--- src/tfr_pkg.sv ---
// Shared types, codes and arithmetic helpers of the telemetry record framer.
// No dependencies; every other file of the block imports this package.
package tfr_pkg;

  // Record kinds as they arrive on the input channel
  typedef enum logic [1:0] {
    KIND_MON     = 2'd0,
    KIND_BEGIN   = 2'd1,
    KIND_END     = 2'd2,
    KIND_UNKNOWN = 2'd3
  } kind_e;

  // Frame framing bytes and type codes
  localparam logic [7:0] FrameSof  = 8'hA5;
  localparam logic [7:0] FrameEof  = 8'h5A;
  localparam logic [7:0] TypeMon   = 8'h01;
  localparam logic [7:0] TypeBegin = 8'h02;
  localparam logic [7:0] TypeEnd   = 8'h03;

  // Payload lengths in bytes
  localparam logic [4:0] LenMon   = 5'd10;
  localparam logic [4:0] LenBegin = 5'd8;
  localparam logic [4:0] LenEnd   = 5'd14;
  localparam int unsigned PlBytes = 14;

  // Header bytes before the payload (SOF, type, length, sequence)
  localparam logic [4:0] HdrBytes = 5'd4;

  // floor(x / 10) == (x * RecipTen) >> RecipShift for every 32-bit x
  localparam logic [31:0] RecipTen   = 32'hCCCC_CCCD;
  localparam int unsigned RecipShift = 35;

  // Queue depth between front and back
  localparam int unsigned QDepth = 2;

  // Input record
  typedef struct packed {
    logic [1:0]         record_kind;
    logic [31:0]        count_a;
    logic [31:0]        count_b;
    logic [31:0]        count_c;
    logic [7:0]         pass_flag;
    logic [31:0]        freq_hz;
    logic signed [31:0] analog_1;
    logic signed [31:0] analog_2;
    logic signed [31:0] analog_3;
  } rec_t;

  // Output byte
  typedef struct packed {
    logic [7:0] frame_byte;
    logic       frame_last;
  } frm_t;

  // Classified record waiting for serialization
  typedef struct packed {
    kind_e                      kind;
    logic [PlBytes-1:0][7:0]    pl;
  } entry_t;

  // Saturate an unsigned 32-bit count to 16 bits
  function automatic logic [15:0] sat_u16(input logic [31:0] v);
    return (|v[31:16]) ? 16'hFFFF : v[15:0];
  endfunction

  // Multiply a Q16.16 value by ten (shift-add)
  function automatic logic signed [35:0] times_ten(input logic signed [31:0] x);
    logic signed [35:0] w;
    w = 36'(x);
    return (w <<< 3) + (w <<< 1);
  endfunction

  // Divide by 65536 toward zero and saturate to signed 16 bits
  function automatic logic [15:0] sat_q16(input logic signed [35:0] p);
    logic signed [35:0] b;
    logic signed [19:0] q;
    b = p[35] ? (p + 36'sd65535) : p;
    q = 20'(b >>> 16);
    if (q > 20'sd32767) begin
      return 16'h7FFF;
    end else if (q < -20'sd32768) begin
      return 16'h8000;
    end else begin
      return q[15:0];
    end
  endfunction

endpackage

--- src/tfr_if.sv ---
// Valid/ready channel interfaces for records in and frame bytes out.
// Depends on tfr_pkg for the payload types.
interface tfr_rec_if;
  import tfr_pkg::*;
  logic valid;
  logic ready;
  rec_t data;
  modport source (output valid, output data, input ready);
  modport sink   (input valid, input data, output ready);
endinterface

interface tfr_frm_if;
  import tfr_pkg::*;
  logic valid;
  logic ready;
  frm_t data;
  modport source (output valid, output data, input ready);
  modport sink   (input valid, input data, output ready);
endinterface

--- src/tfr_front.sv ---
// Front end: accepts records, drops unknown kinds, scales and saturates the
// fields and builds the little-endian payload. Depends on tfr_pkg.
module tfr_front (
  input  logic            clk_i,
  input  logic            rst_ni,
  input  logic            rec_valid_i,
  output logic            rec_ready_o,
  input  tfr_pkg::rec_t   rec_i,
  output logic            push_o,
  input  logic            push_ready_i,
  output tfr_pkg::entry_t entry_o
);
  import tfr_pkg::*;

  logic               s1_v_q;
  kind_e              kind_q;
  logic [15:0]        cnt_a_q, cnt_b_q, cnt_c_q;
  logic [7:0]         pass_q;
  logic [63:0]        fprod;
  logic [63-RecipShift:0] fquo_q;
  logic signed [35:0] p1_q, p2_q, p3_q;
  logic               load;
  logic [15:0]        v1, v2, v3, fsat;

  assign rec_ready_o = !s1_v_q || push_ready_i;
  assign load        = rec_valid_i && rec_ready_o;
  assign fprod       = 64'(rec_i.freq_hz) * 64'(RecipTen);

  // Stage one: valid flag; unknown kinds are taken and dropped here
  always_ff @(posedge clk_i or negedge rst_ni) begin
    if (!rst_ni) begin
      s1_v_q <= 1'b0;
    end else if (rec_ready_o) begin
      s1_v_q <= rec_valid_i && (kind_e'(rec_i.record_kind) != KIND_UNKNOWN);
    end
  end

  // Stage one: products and count saturation
  always_ff @(posedge clk_i) begin
    if (load) begin
      kind_q  <= kind_e'(rec_i.record_kind);
      cnt_a_q <= sat_u16(rec_i.count_a);
      cnt_b_q <= sat_u16(rec_i.count_b);
      cnt_c_q <= sat_u16(rec_i.count_c);
      pass_q  <= rec_i.pass_flag;
      fquo_q  <= fprod[63:RecipShift];
      p1_q    <= times_ten(rec_i.analog_1);
      p2_q    <= times_ten(rec_i.analog_2);
      p3_q    <= times_ten(rec_i.analog_3);
    end
  end

  // Stage two: truncate, saturate and lay out the payload
  assign v1   = sat_q16(p1_q);
  assign v2   = sat_q16(p2_q);
  assign v3   = sat_q16(p3_q);
  assign fsat = (|fquo_q[63-RecipShift:16]) ? 16'hFFFF : fquo_q[15:0];

  always_comb begin
    entry_o.kind = kind_q;
    entry_o.pl   = '0;
    entry_o.pl[0] = cnt_a_q[7:0];
    entry_o.pl[1] = cnt_a_q[15:8];
    unique case (kind_q)
      KIND_END: begin
        entry_o.pl[2]  = pass_q;
        entry_o.pl[3]  = 8'h00;
        entry_o.pl[4]  = cnt_b_q[7:0];
        entry_o.pl[5]  = cnt_b_q[15:8];
        entry_o.pl[6]  = cnt_c_q[7:0];
        entry_o.pl[7]  = cnt_c_q[15:8];
        entry_o.pl[8]  = v1[7:0];
        entry_o.pl[9]  = v1[15:8];
        entry_o.pl[10] = v2[7:0];
        entry_o.pl[11] = v2[15:8];
        entry_o.pl[12] = v3[7:0];
        entry_o.pl[13] = v3[15:8];
      end
      default: begin
        entry_o.pl[2] = v1[7:0];
        entry_o.pl[3] = v1[15:8];
        entry_o.pl[4] = v2[7:0];
        entry_o.pl[5] = v2[15:8];
        entry_o.pl[6] = v3[7:0];
        entry_o.pl[7] = v3[15:8];
        entry_o.pl[8] = fsat[7:0];
        entry_o.pl[9] = fsat[15:8];
      end
    endcase
  end

  assign push_o = s1_v_q;

endmodule

--- src/tfr_queue.sv ---
// Short FIFO of classified records between front and back.
// Depends on tfr_pkg for the entry type and depth.
module tfr_queue (
  input  logic            clk_i,
  input  logic            rst_ni,
  input  logic            push_i,
  output logic            push_ready_o,
  input  tfr_pkg::entry_t entry_i,
  output logic            pop_valid_o,
  input  logic            pop_i,
  output tfr_pkg::entry_t entry_o
);
  import tfr_pkg::*;

  localparam int unsigned PtrW = (QDepth > 1) ? $clog2(QDepth) : 1;
  localparam int unsigned CntW = $clog2(QDepth + 1);

  entry_t            mem_q [QDepth];
  logic [PtrW-1:0]   wr_ptr_q, rd_ptr_q;
  logic [CntW-1:0]   cnt_q;
  logic              do_push, do_pop;

  assign push_ready_o = (cnt_q != CntW'(QDepth));
  assign pop_valid_o  = (cnt_q != '0);
  assign do_push      = push_i && push_ready_o;
  assign do_pop       = pop_i && pop_valid_o;
  assign entry_o      = mem_q[rd_ptr_q];

  // Advance pointers and occupancy
  always_ff @(posedge clk_i or negedge rst_ni) begin
    if (!rst_ni) begin
      wr_ptr_q <= '0;
      rd_ptr_q <= '0;
      cnt_q    <= '0;
    end else begin
      if (do_push) begin
        wr_ptr_q <= (wr_ptr_q == PtrW'(QDepth - 1)) ? '0 : wr_ptr_q + 1'b1;
      end
      if (do_pop) begin
        rd_ptr_q <= (rd_ptr_q == PtrW'(QDepth - 1)) ? '0 : rd_ptr_q + 1'b1;
      end
      if (do_push && !do_pop) begin
        cnt_q <= cnt_q + 1'b1;
      end else if (do_pop && !do_push) begin
        cnt_q <= cnt_q - 1'b1;
      end
    end
  end

  // Store entries
  always_ff @(posedge clk_i) begin
    if (do_push) begin
      mem_q[wr_ptr_q] <= entry_i;
    end
  end

endmodule

--- src/tfr_back.sv ---
// Back end: serializes one queued record per frame with header, sequence,
// running XOR checksum and trailer. Depends on tfr_pkg.
module tfr_back (
  input  logic            clk_i,
  input  logic            rst_ni,
  input  logic            pop_valid_i,
  output logic            pop_o,
  input  tfr_pkg::entry_t entry_i,
  output logic            frm_valid_o,
  input  logic            frm_ready_i,
  output tfr_pkg::frm_t   frm_o
);
  import tfr_pkg::*;

  entry_t      cur_q;
  logic        act_q;
  logic [4:0]  idx_q;
  logic [7:0]  chk_q, seq_q;
  logic        ov_q;
  frm_t        out_q;
  logic        adv, emit, is_last;
  logic [4:0]  len, pl_idx;
  logic [7:0]  type_b, byte_w;

  assign adv     = !ov_q || frm_ready_i;
  assign emit    = act_q && adv;

  // Decode the current frame's type and length
  always_comb begin
    unique case (cur_q.kind)
      KIND_BEGIN: begin
        len    = LenBegin;
        type_b = TypeBegin;
      end
      KIND_END: begin
        len    = LenEnd;
        type_b = TypeEnd;
      end
      default: begin
        len    = LenMon;
        type_b = TypeMon;
      end
    endcase
  end

  assign is_last = (idx_q == len + HdrBytes + 5'd1);
  assign pl_idx  = idx_q - HdrBytes;
  assign pop_o   = pop_valid_i && (!act_q || (emit && is_last));

  // Select the byte at the current position
  always_comb begin
    if (idx_q == 5'd0) begin
      byte_w = FrameSof;
    end else if (idx_q == 5'd1) begin
      byte_w = type_b;
    end else if (idx_q == 5'd2) begin
      byte_w = {3'b000, len};
    end else if (idx_q == 5'd3) begin
      byte_w = seq_q;
    end else if (idx_q < len + HdrBytes) begin
      byte_w = cur_q.pl[pl_idx[3:0]];
    end else if (idx_q == len + HdrBytes) begin
      byte_w = chk_q;
    end else begin
      byte_w = FrameEof;
    end
  end

  // Frame control, sequence counter and output valid
  always_ff @(posedge clk_i or negedge rst_ni) begin
    if (!rst_ni) begin
      act_q <= 1'b0;
      idx_q <= '0;
      seq_q <= '0;
      ov_q  <= 1'b0;
    end else begin
      if (pop_o) begin
        act_q <= 1'b1;
        idx_q <= '0;
      end else if (emit) begin
        idx_q <= idx_q + 1'b1;
        if (is_last) begin
          act_q <= 1'b0;
        end
      end
      if (emit && is_last) begin
        seq_q <= seq_q + 1'b1;
      end
      if (emit) begin
        ov_q <= 1'b1;
      end else if (adv) begin
        ov_q <= 1'b0;
      end
    end
  end

  // Load frame, checksum and output byte
  always_ff @(posedge clk_i) begin
    if (pop_o) begin
      cur_q <= entry_i;
    end
    if (emit) begin
      chk_q            <= (idx_q == 5'd0) ? byte_w : (chk_q ^ byte_w);
      out_q.frame_byte <= byte_w;
      out_q.frame_last <= is_last;
    end
  end

  assign frm_valid_o = ov_q;
  assign frm_o       = out_q;

endmodule

--- src/telemetry_record_framer_top.sv ---
// Top level of the telemetry record framer: front end, record queue, serializer.
// Depends on tfr_pkg, tfr_if, tfr_front, tfr_queue and tfr_back.
//
//   channel  dir  payload                              accepted when
//   rec_i    in   kind, counts, pass flag, freq, Q16   rec_i.valid && rec_i.ready
//   frm_o    out  frame_byte, frame_last               frm_o.valid && frm_o.ready
//
// A record passes the front stage (products registered, then saturation on
// the way into the queue); with the serializer idle it is then loaded from the
// queue into the frame register, and its first byte is registered at the output.
// Bytes go out one per cycle while the output is ready: 16, 14 or 20 bytes per
// frame, so the serializer's byte position sets the sustained rate. Frames
// follow each other with no gap. Reset is asynchronous, active low, and clears
// the sequence counter and all valid state. A stalled output holds its byte;
// the two-entry queue lets the front keep accepting while a frame goes out.
module telemetry_record_framer_top (
  input logic        clk_i,
  input logic        rst_ni,
  tfr_rec_if.sink    rec_i,
  tfr_frm_if.source  frm_o
);
  import tfr_pkg::*;

  logic   push, push_ready, pop_valid, pop;
  entry_t front_entry, queue_entry;

  tfr_front u_front (
    .clk_i        (clk_i),
    .rst_ni       (rst_ni),
    .rec_valid_i  (rec_i.valid),
    .rec_ready_o  (rec_i.ready),
    .rec_i        (rec_i.data),
    .push_o       (push),
    .push_ready_i (push_ready),
    .entry_o      (front_entry)
  );

  tfr_queue u_queue (
    .clk_i        (clk_i),
    .rst_ni       (rst_ni),
    .push_i       (push),
    .push_ready_o (push_ready),
    .entry_i      (front_entry),
    .pop_valid_o  (pop_valid),
    .pop_i        (pop),
    .entry_o      (queue_entry)
  );

  tfr_back u_back (
    .clk_i       (clk_i),
    .rst_ni      (rst_ni),
    .pop_valid_i (pop_valid),
    .pop_o       (pop),
    .entry_i     (queue_entry),
    .frm_valid_o (frm_o.valid),
    .frm_ready_i (frm_o.ready),
    .frm_o       (frm_o.data)
  );

endmodule

--- src/flat_wrapper.sv ---
// flat-port wrapper written by rule: the top's interface ports become plain ports
module telemetry_record_framer_top_flat import tfr_pkg::*;
  (clk_i, rst_ni, rec_i_valid, rec_i_data, rec_i_ready, frm_o_valid, frm_o_data, frm_o_ready);
  tfr_rec_if rec_i_i ();
  tfr_frm_if frm_o_i ();
  input logic clk_i;
  input logic rst_ni;
  input wire logic [$bits(rec_i_i.valid)-1:0] rec_i_valid;
  input wire logic [$bits(rec_i_i.data)-1:0] rec_i_data;
  output wire logic [$bits(rec_i_i.ready)-1:0] rec_i_ready;
  output wire logic [$bits(frm_o_i.valid)-1:0] frm_o_valid;
  output wire logic [$bits(frm_o_i.data)-1:0] frm_o_data;
  input wire logic [$bits(frm_o_i.ready)-1:0] frm_o_ready;
  assign rec_i_i.valid = rec_i_valid;
  assign rec_i_i.data = rec_i_data;
  assign rec_i_ready = rec_i_i.ready;
  assign frm_o_valid = frm_o_i.valid;
  assign frm_o_data = frm_o_i.data;
  assign frm_o_i.ready = frm_o_ready;
  telemetry_record_framer_top u_core (.clk_i(clk_i), .rst_ni(rst_ni), .rec_i(rec_i_i), .frm_o(frm_o_i));
endmodule
--- config.mk ---
export PLATFORM = sky130hd
export DESIGN_NAME = telemetry_record_framer_top_flat
export DESIGN_NICKNAME = d
export VERILOG_FILES = /design/src/tfr_pkg.sv /design/src/tfr_if.sv /design/src/tfr_front.sv /design/src/tfr_queue.sv /design/src/tfr_back.sv /design/src/telemetry_record_framer_top.sv /design/src/flat_wrapper.sv
export SDC_FILE = /design/constraint.sdc
export NUM_CORES = 2
export LEC_CHECK = 0
export ABC_AREA = 1
export BUFFER_PORTS_ARGS = -buffer_cell sky130_fd_sc_hd__buf_2
export CAP_MARGIN = 30
export CORE_MARGIN = 8
export CORE_UTILIZATION = 50
export CTS_CLUSTER_SIZE = 30
export DETAILED_ROUTE_END_ITERATION = 8
export HOLD_SLACK_MARGIN = 0.03
export PLACE_DENSITY = 0.71
export SYNTH_ARGS = -nofsm -noshare
export SYNTH_HDL_FRONTEND = slang
export SYNTH_SLANG_ARGS = --single-unit
--- constraint.sdc ---
create_clock -name clk_i -period 10.75 [get_ports clk_i]
set_input_delay 0 -clock clk_i [delete_from_list [all_inputs] [get_ports clk_i]]
set_output_delay 0 -clock clk_i [all_outputs]
set_load 0.01 [all_outputs]
==> impl_metrics.env <==
export IMPL_status="finished, final reports clean"
export IMPL_wl_um=134900
export IMPL_htreeDepth=2
export IMPL_clkTransAtPathRegs_ns=0.06
export IMPL_final_nets=6745
export IMPL_place_congestion=0.9757
export IMPL_fp_row_count=113
export IMPL_cts_resized=0
export IMPL_fillers=8217
export IMPL_clock_path_buffers=3
export IMPL_synth_edf_count=551
export IMPL_synth_most_common_cell="nand2_1"
export IMPL_drive_gt1_frac=0.07648
export IMPL_met3_length_um=8922
export IMPL_crit_path_end_kind="flop"
export IMPL_vias=36772
export IMPL_min_period_ns=6.228
export IMPL_cts_tree="built"
export IMPL_hold_viol=0
export IMPL_cts_hold_buf=255
export IMPL_clock_sinks=571
export IMPL_period_share=0.5794
export IMPL_slew_viol_final=0
export IMPL_crit_path_max_fanout=5
export IMPL_synth_cells=5160
export IMPL_die_area_um2=105000
export IMPL_stdcell_count=6985
export IMPL_grt_pass1_vias=37098
export IMPL_synth_seq_area_share=0.3592
export IMPL_ys_seq_elements=571
export IMPL_netlist_area_um2=47460
export IMPL_wl_met2_um=65180
export IMPL_start_util=0.5017
export IMPL_numCtsBuffers=59
export IMPL_r2r_end="u_core.u_back.cur_q[71]$_DFFE_PP_"
export IMPL_worstPathRequired_ns=11.13
export IMPL_synth_area_per_cell_um2=9.197
export IMPL_r2r_start="u_core.u_back.idx_q[1]$_DFFE_PN0P_"
export IMPL_first_iter_violations=2963
export IMPL_critPathKind="input port to flop"
export IMPL_dp_hpwl_um=108300
export IMPL_min_from="rec_i_data[0]"
export IMPL_antenna_found_initial=4
export IMPL_met1_length_um=55730
export IMPL_crit_arrival_ns=6.60
export IMPL_insertion_delay_ns=0.67
export IMPL_rr_worst_depth=11
export IMPL_yosysWarningCount=0
export IMPL_synthTopCellsByArea="edfxtp_1, fa_1, ha_1"
export IMPL_drv_cap=0
export IMPL_hp_class="input port to flop"
export IMPL_syn2layout_area_growth_pct=15.14
export IMPL_die_h_um=324.1
export IMPL_io_buffers=248
export IMPL_dr_pass1_iters=6
export IMPL_relSlewSlack=0.3155
export IMPL_fin_area_um2=54640
export IMPL_hold_path_end="u_core.u_front.p3_q[1]$_DFFE_PP_"
export IMPL_post_dp_cell_area_um2=50050
export IMPL_netlist_area_leader_share=0.3486
export IMPL_syn_num_nets=6242
export IMPL_drc_errors=0
export IMPL_fin_tns_setup_ns=0
export IMPL_synthArstFlopShare=0.03503
export IMPL_ys_flop_type="edfxtp_1"
export IMPL_overflow=0
export IMPL_setup_viol=0
export IMPL_r2r_slack_ns=6.51
export IMPL_routed_top_layer="met4"
export IMPL_grt_max_degree=80
export IMPL_worst_slew_pin_slew_ns=1.023
export IMPL_synth_cell_types=58
export IMPL_postCtsSetupBuffers=0
export IMPL_dp_cells=6610
export IMPL_rsz0062_at_grt="false"
export IMPL_fp_coreArea_um2=94590
export IMPL_synth_common_cells="nand2_1, inv_1, edfxtp_1"
export IMPL_fin_skew_ns=0.05737
export IMPL_ios=249
export IMPL_die_x_um=324.1
export IMPL_max_freq_ghz=0.1606
export IMPL_ant_nets=0
export IMPL_grt_use_total=0.2552
export IMPL_avgViaCountPerCell=5.264
export IMPL_wl_per_cell_um=19.31
export IMPL_hold_depth=2
export IMPL_cp_start_kind="input port"
export IMPL_yosysTopAreaCell="edfxtp_1"
export IMPL_root_buffer="clkbuf_16"
export IMPL_grt_pass1_wl_um=207900
how the worst max path moves through the flow:
stage                                      endpoint                                 from
3_5_place_dp    u_core.u_front.fquo_q[26]$_DFFE_PP_                      rec_i_data[115]
6_report        u_core.u_front.fquo_q[26]$_DFFE_PP_                      rec_i_data[115]
5_1_grt         u_core.u_front.fquo_q[26]$_DFFE_PP_                      rec_i_data[115]
3_3_place_gp    u_core.u_front.fquo_q[26]$_DFFE_PP_                      rec_i_data[115]
2_1_floorplan  u_core.u_queue.mem_q[1][0]$_DFFE_PP_  u_core.u_queue.cnt_q[1]$_DFFE_PN0P_
4_1_cts         u_core.u_front.fquo_q[26]$_DFFE_PP_                      rec_i_data[115]
layout by cell type, fill, tap and decap left out, types with 9 or more instances in the layout:
cell type,count
a21boi_0,16
a21o_1,42
a21oi_1,244
a31oi_1,23
buf_2,248
buf_4,18
clkbuf_1,19
clkbuf_16,59
clkinv_1,12
clkinv_2,9
dfrtp_1,18
dlygate4sd3_1,255
edfxtp_1,551
fa_1,390
ha_1,454
inv_1,978
nand2_1,1237
nand2_2,24
nand3_1,149
nand4_1,27
nor2_1,349
nor2_2,12
nor3_1,38
nor4_1,21
o211ai_1,13
o21a_1,15
o21ai_0,162
o21bai_1,25
xnor2_1,54
xor2_1,138
area by class of cell:
class	count	area (µm²)	share of cell area
Clock inverter	34	431.7	0.007900
Antenna cell	6	15.01	0.0002748
Tap cell	1265	1583	0.02897
Sequential cell	571	17050	0.3121
Clock buffer	78	1548	0.02832
Timing Repair Buffer	524	3986	0.07295
Multi-Input combinational cell	3516	26300	0.4812
Inverter	991	3731	0.06828
flip-flops by register name (all words and copies together), names as in the netlist:
register                   flops
u_core.u_back.act_q            1
u_core.u_back.chk_q            8
u_core.u_back.cur_q          114
u_core.u_back.frm_o            9
u_core.u_back.frm_valid_o      1
u_core.u_back.idx_q            5
u_core.u_back.seq_q            8
u_core.u_front.cnt_a_q        16
u_core.u_front.cnt_b_q        16
u_core.u_front.cnt_c_q        16
u_core.u_front.fquo_q         29
u_core.u_front.kind_q          2
u_core.u_front.p1_q           35
u_core.u_front.p2_q           35
u_core.u_front.p3_q           35
u_core.u_front.pass_q          8
u_core.u_front.push_o          1
u_core.u_queue.cnt_q           2
u_core.u_queue.mem_q         228
u_core.u_queue.rd_ptr_q        1
u_core.u_queue.wr_ptr_q        1
critical path, stage by stage:
cell and delay, ns:
buf_2 0.22, ha_1 0.51, inv_1 0.20, fa_1 0.52, inv_1 0.05, fa_1 0.50
inv_1 0.05, fa_1 0.50, inv_1 0.07, fa_1 0.56, fa_1 0.43, fa_1 0.49
inv_1 0.05, fa_1 0.47, inv_1 0.04, ha_1 0.37, nand2_1 0.15, inv_1 0.05
a21boi_0 0.31, a21boi_0 0.47, nor2_1 0.08, nor2_1 0.09, o21ai_0 0.15, nand2_1 0.12
nand2_1 0.05, nand2_1 0.05, nand2_1 0.04
cells by family (layout without fill, tap and decap cells):
| family | after synthesis | count (layout) | share of synthesized area |
|---|---|---|---|
| fa+ha+maj | 844 | 844 | 0.2842 |
| xor+xnor | 192 | 192 | 0.03543 |
| compound gates | 582 | 582 | 0.07010 |
| buf+inv | 1073 | 1627 | 0.08727 |
| simple gates | 1897 | 1897 | 0.1636 |
| mux | 1 | 1 | 0.0002373 |
| flops | 571 | 571 | 0.3592 |
| other cells | 0 | 6 | 0 |
per-layer routing:
layer	track usage	vias to the layer above
li1	-	17560
met5	0	-
met2	0.4299	1213
met3	0.03703	261
met4	0.08318	0
met1	0.3393	17738
through the flow:
step           hold WS, ns    util  worst slack [ns]
6_report           0.07312  0.5777             4.522
3_5_place_dp      -0.01724  0.5292             3.948
3_3_place_gp      -0.01200  0.5290             3.899
4_1_cts            0.03679  0.5771             4.595
2_1_floorplan      -0.2956       -             4.810
5_1_grt            0.04752  0.5776             4.160
Power is left out: the tool's default activity adds up to more than one toggle a clock period on the data nets, which glitch-free logic cannot reach.
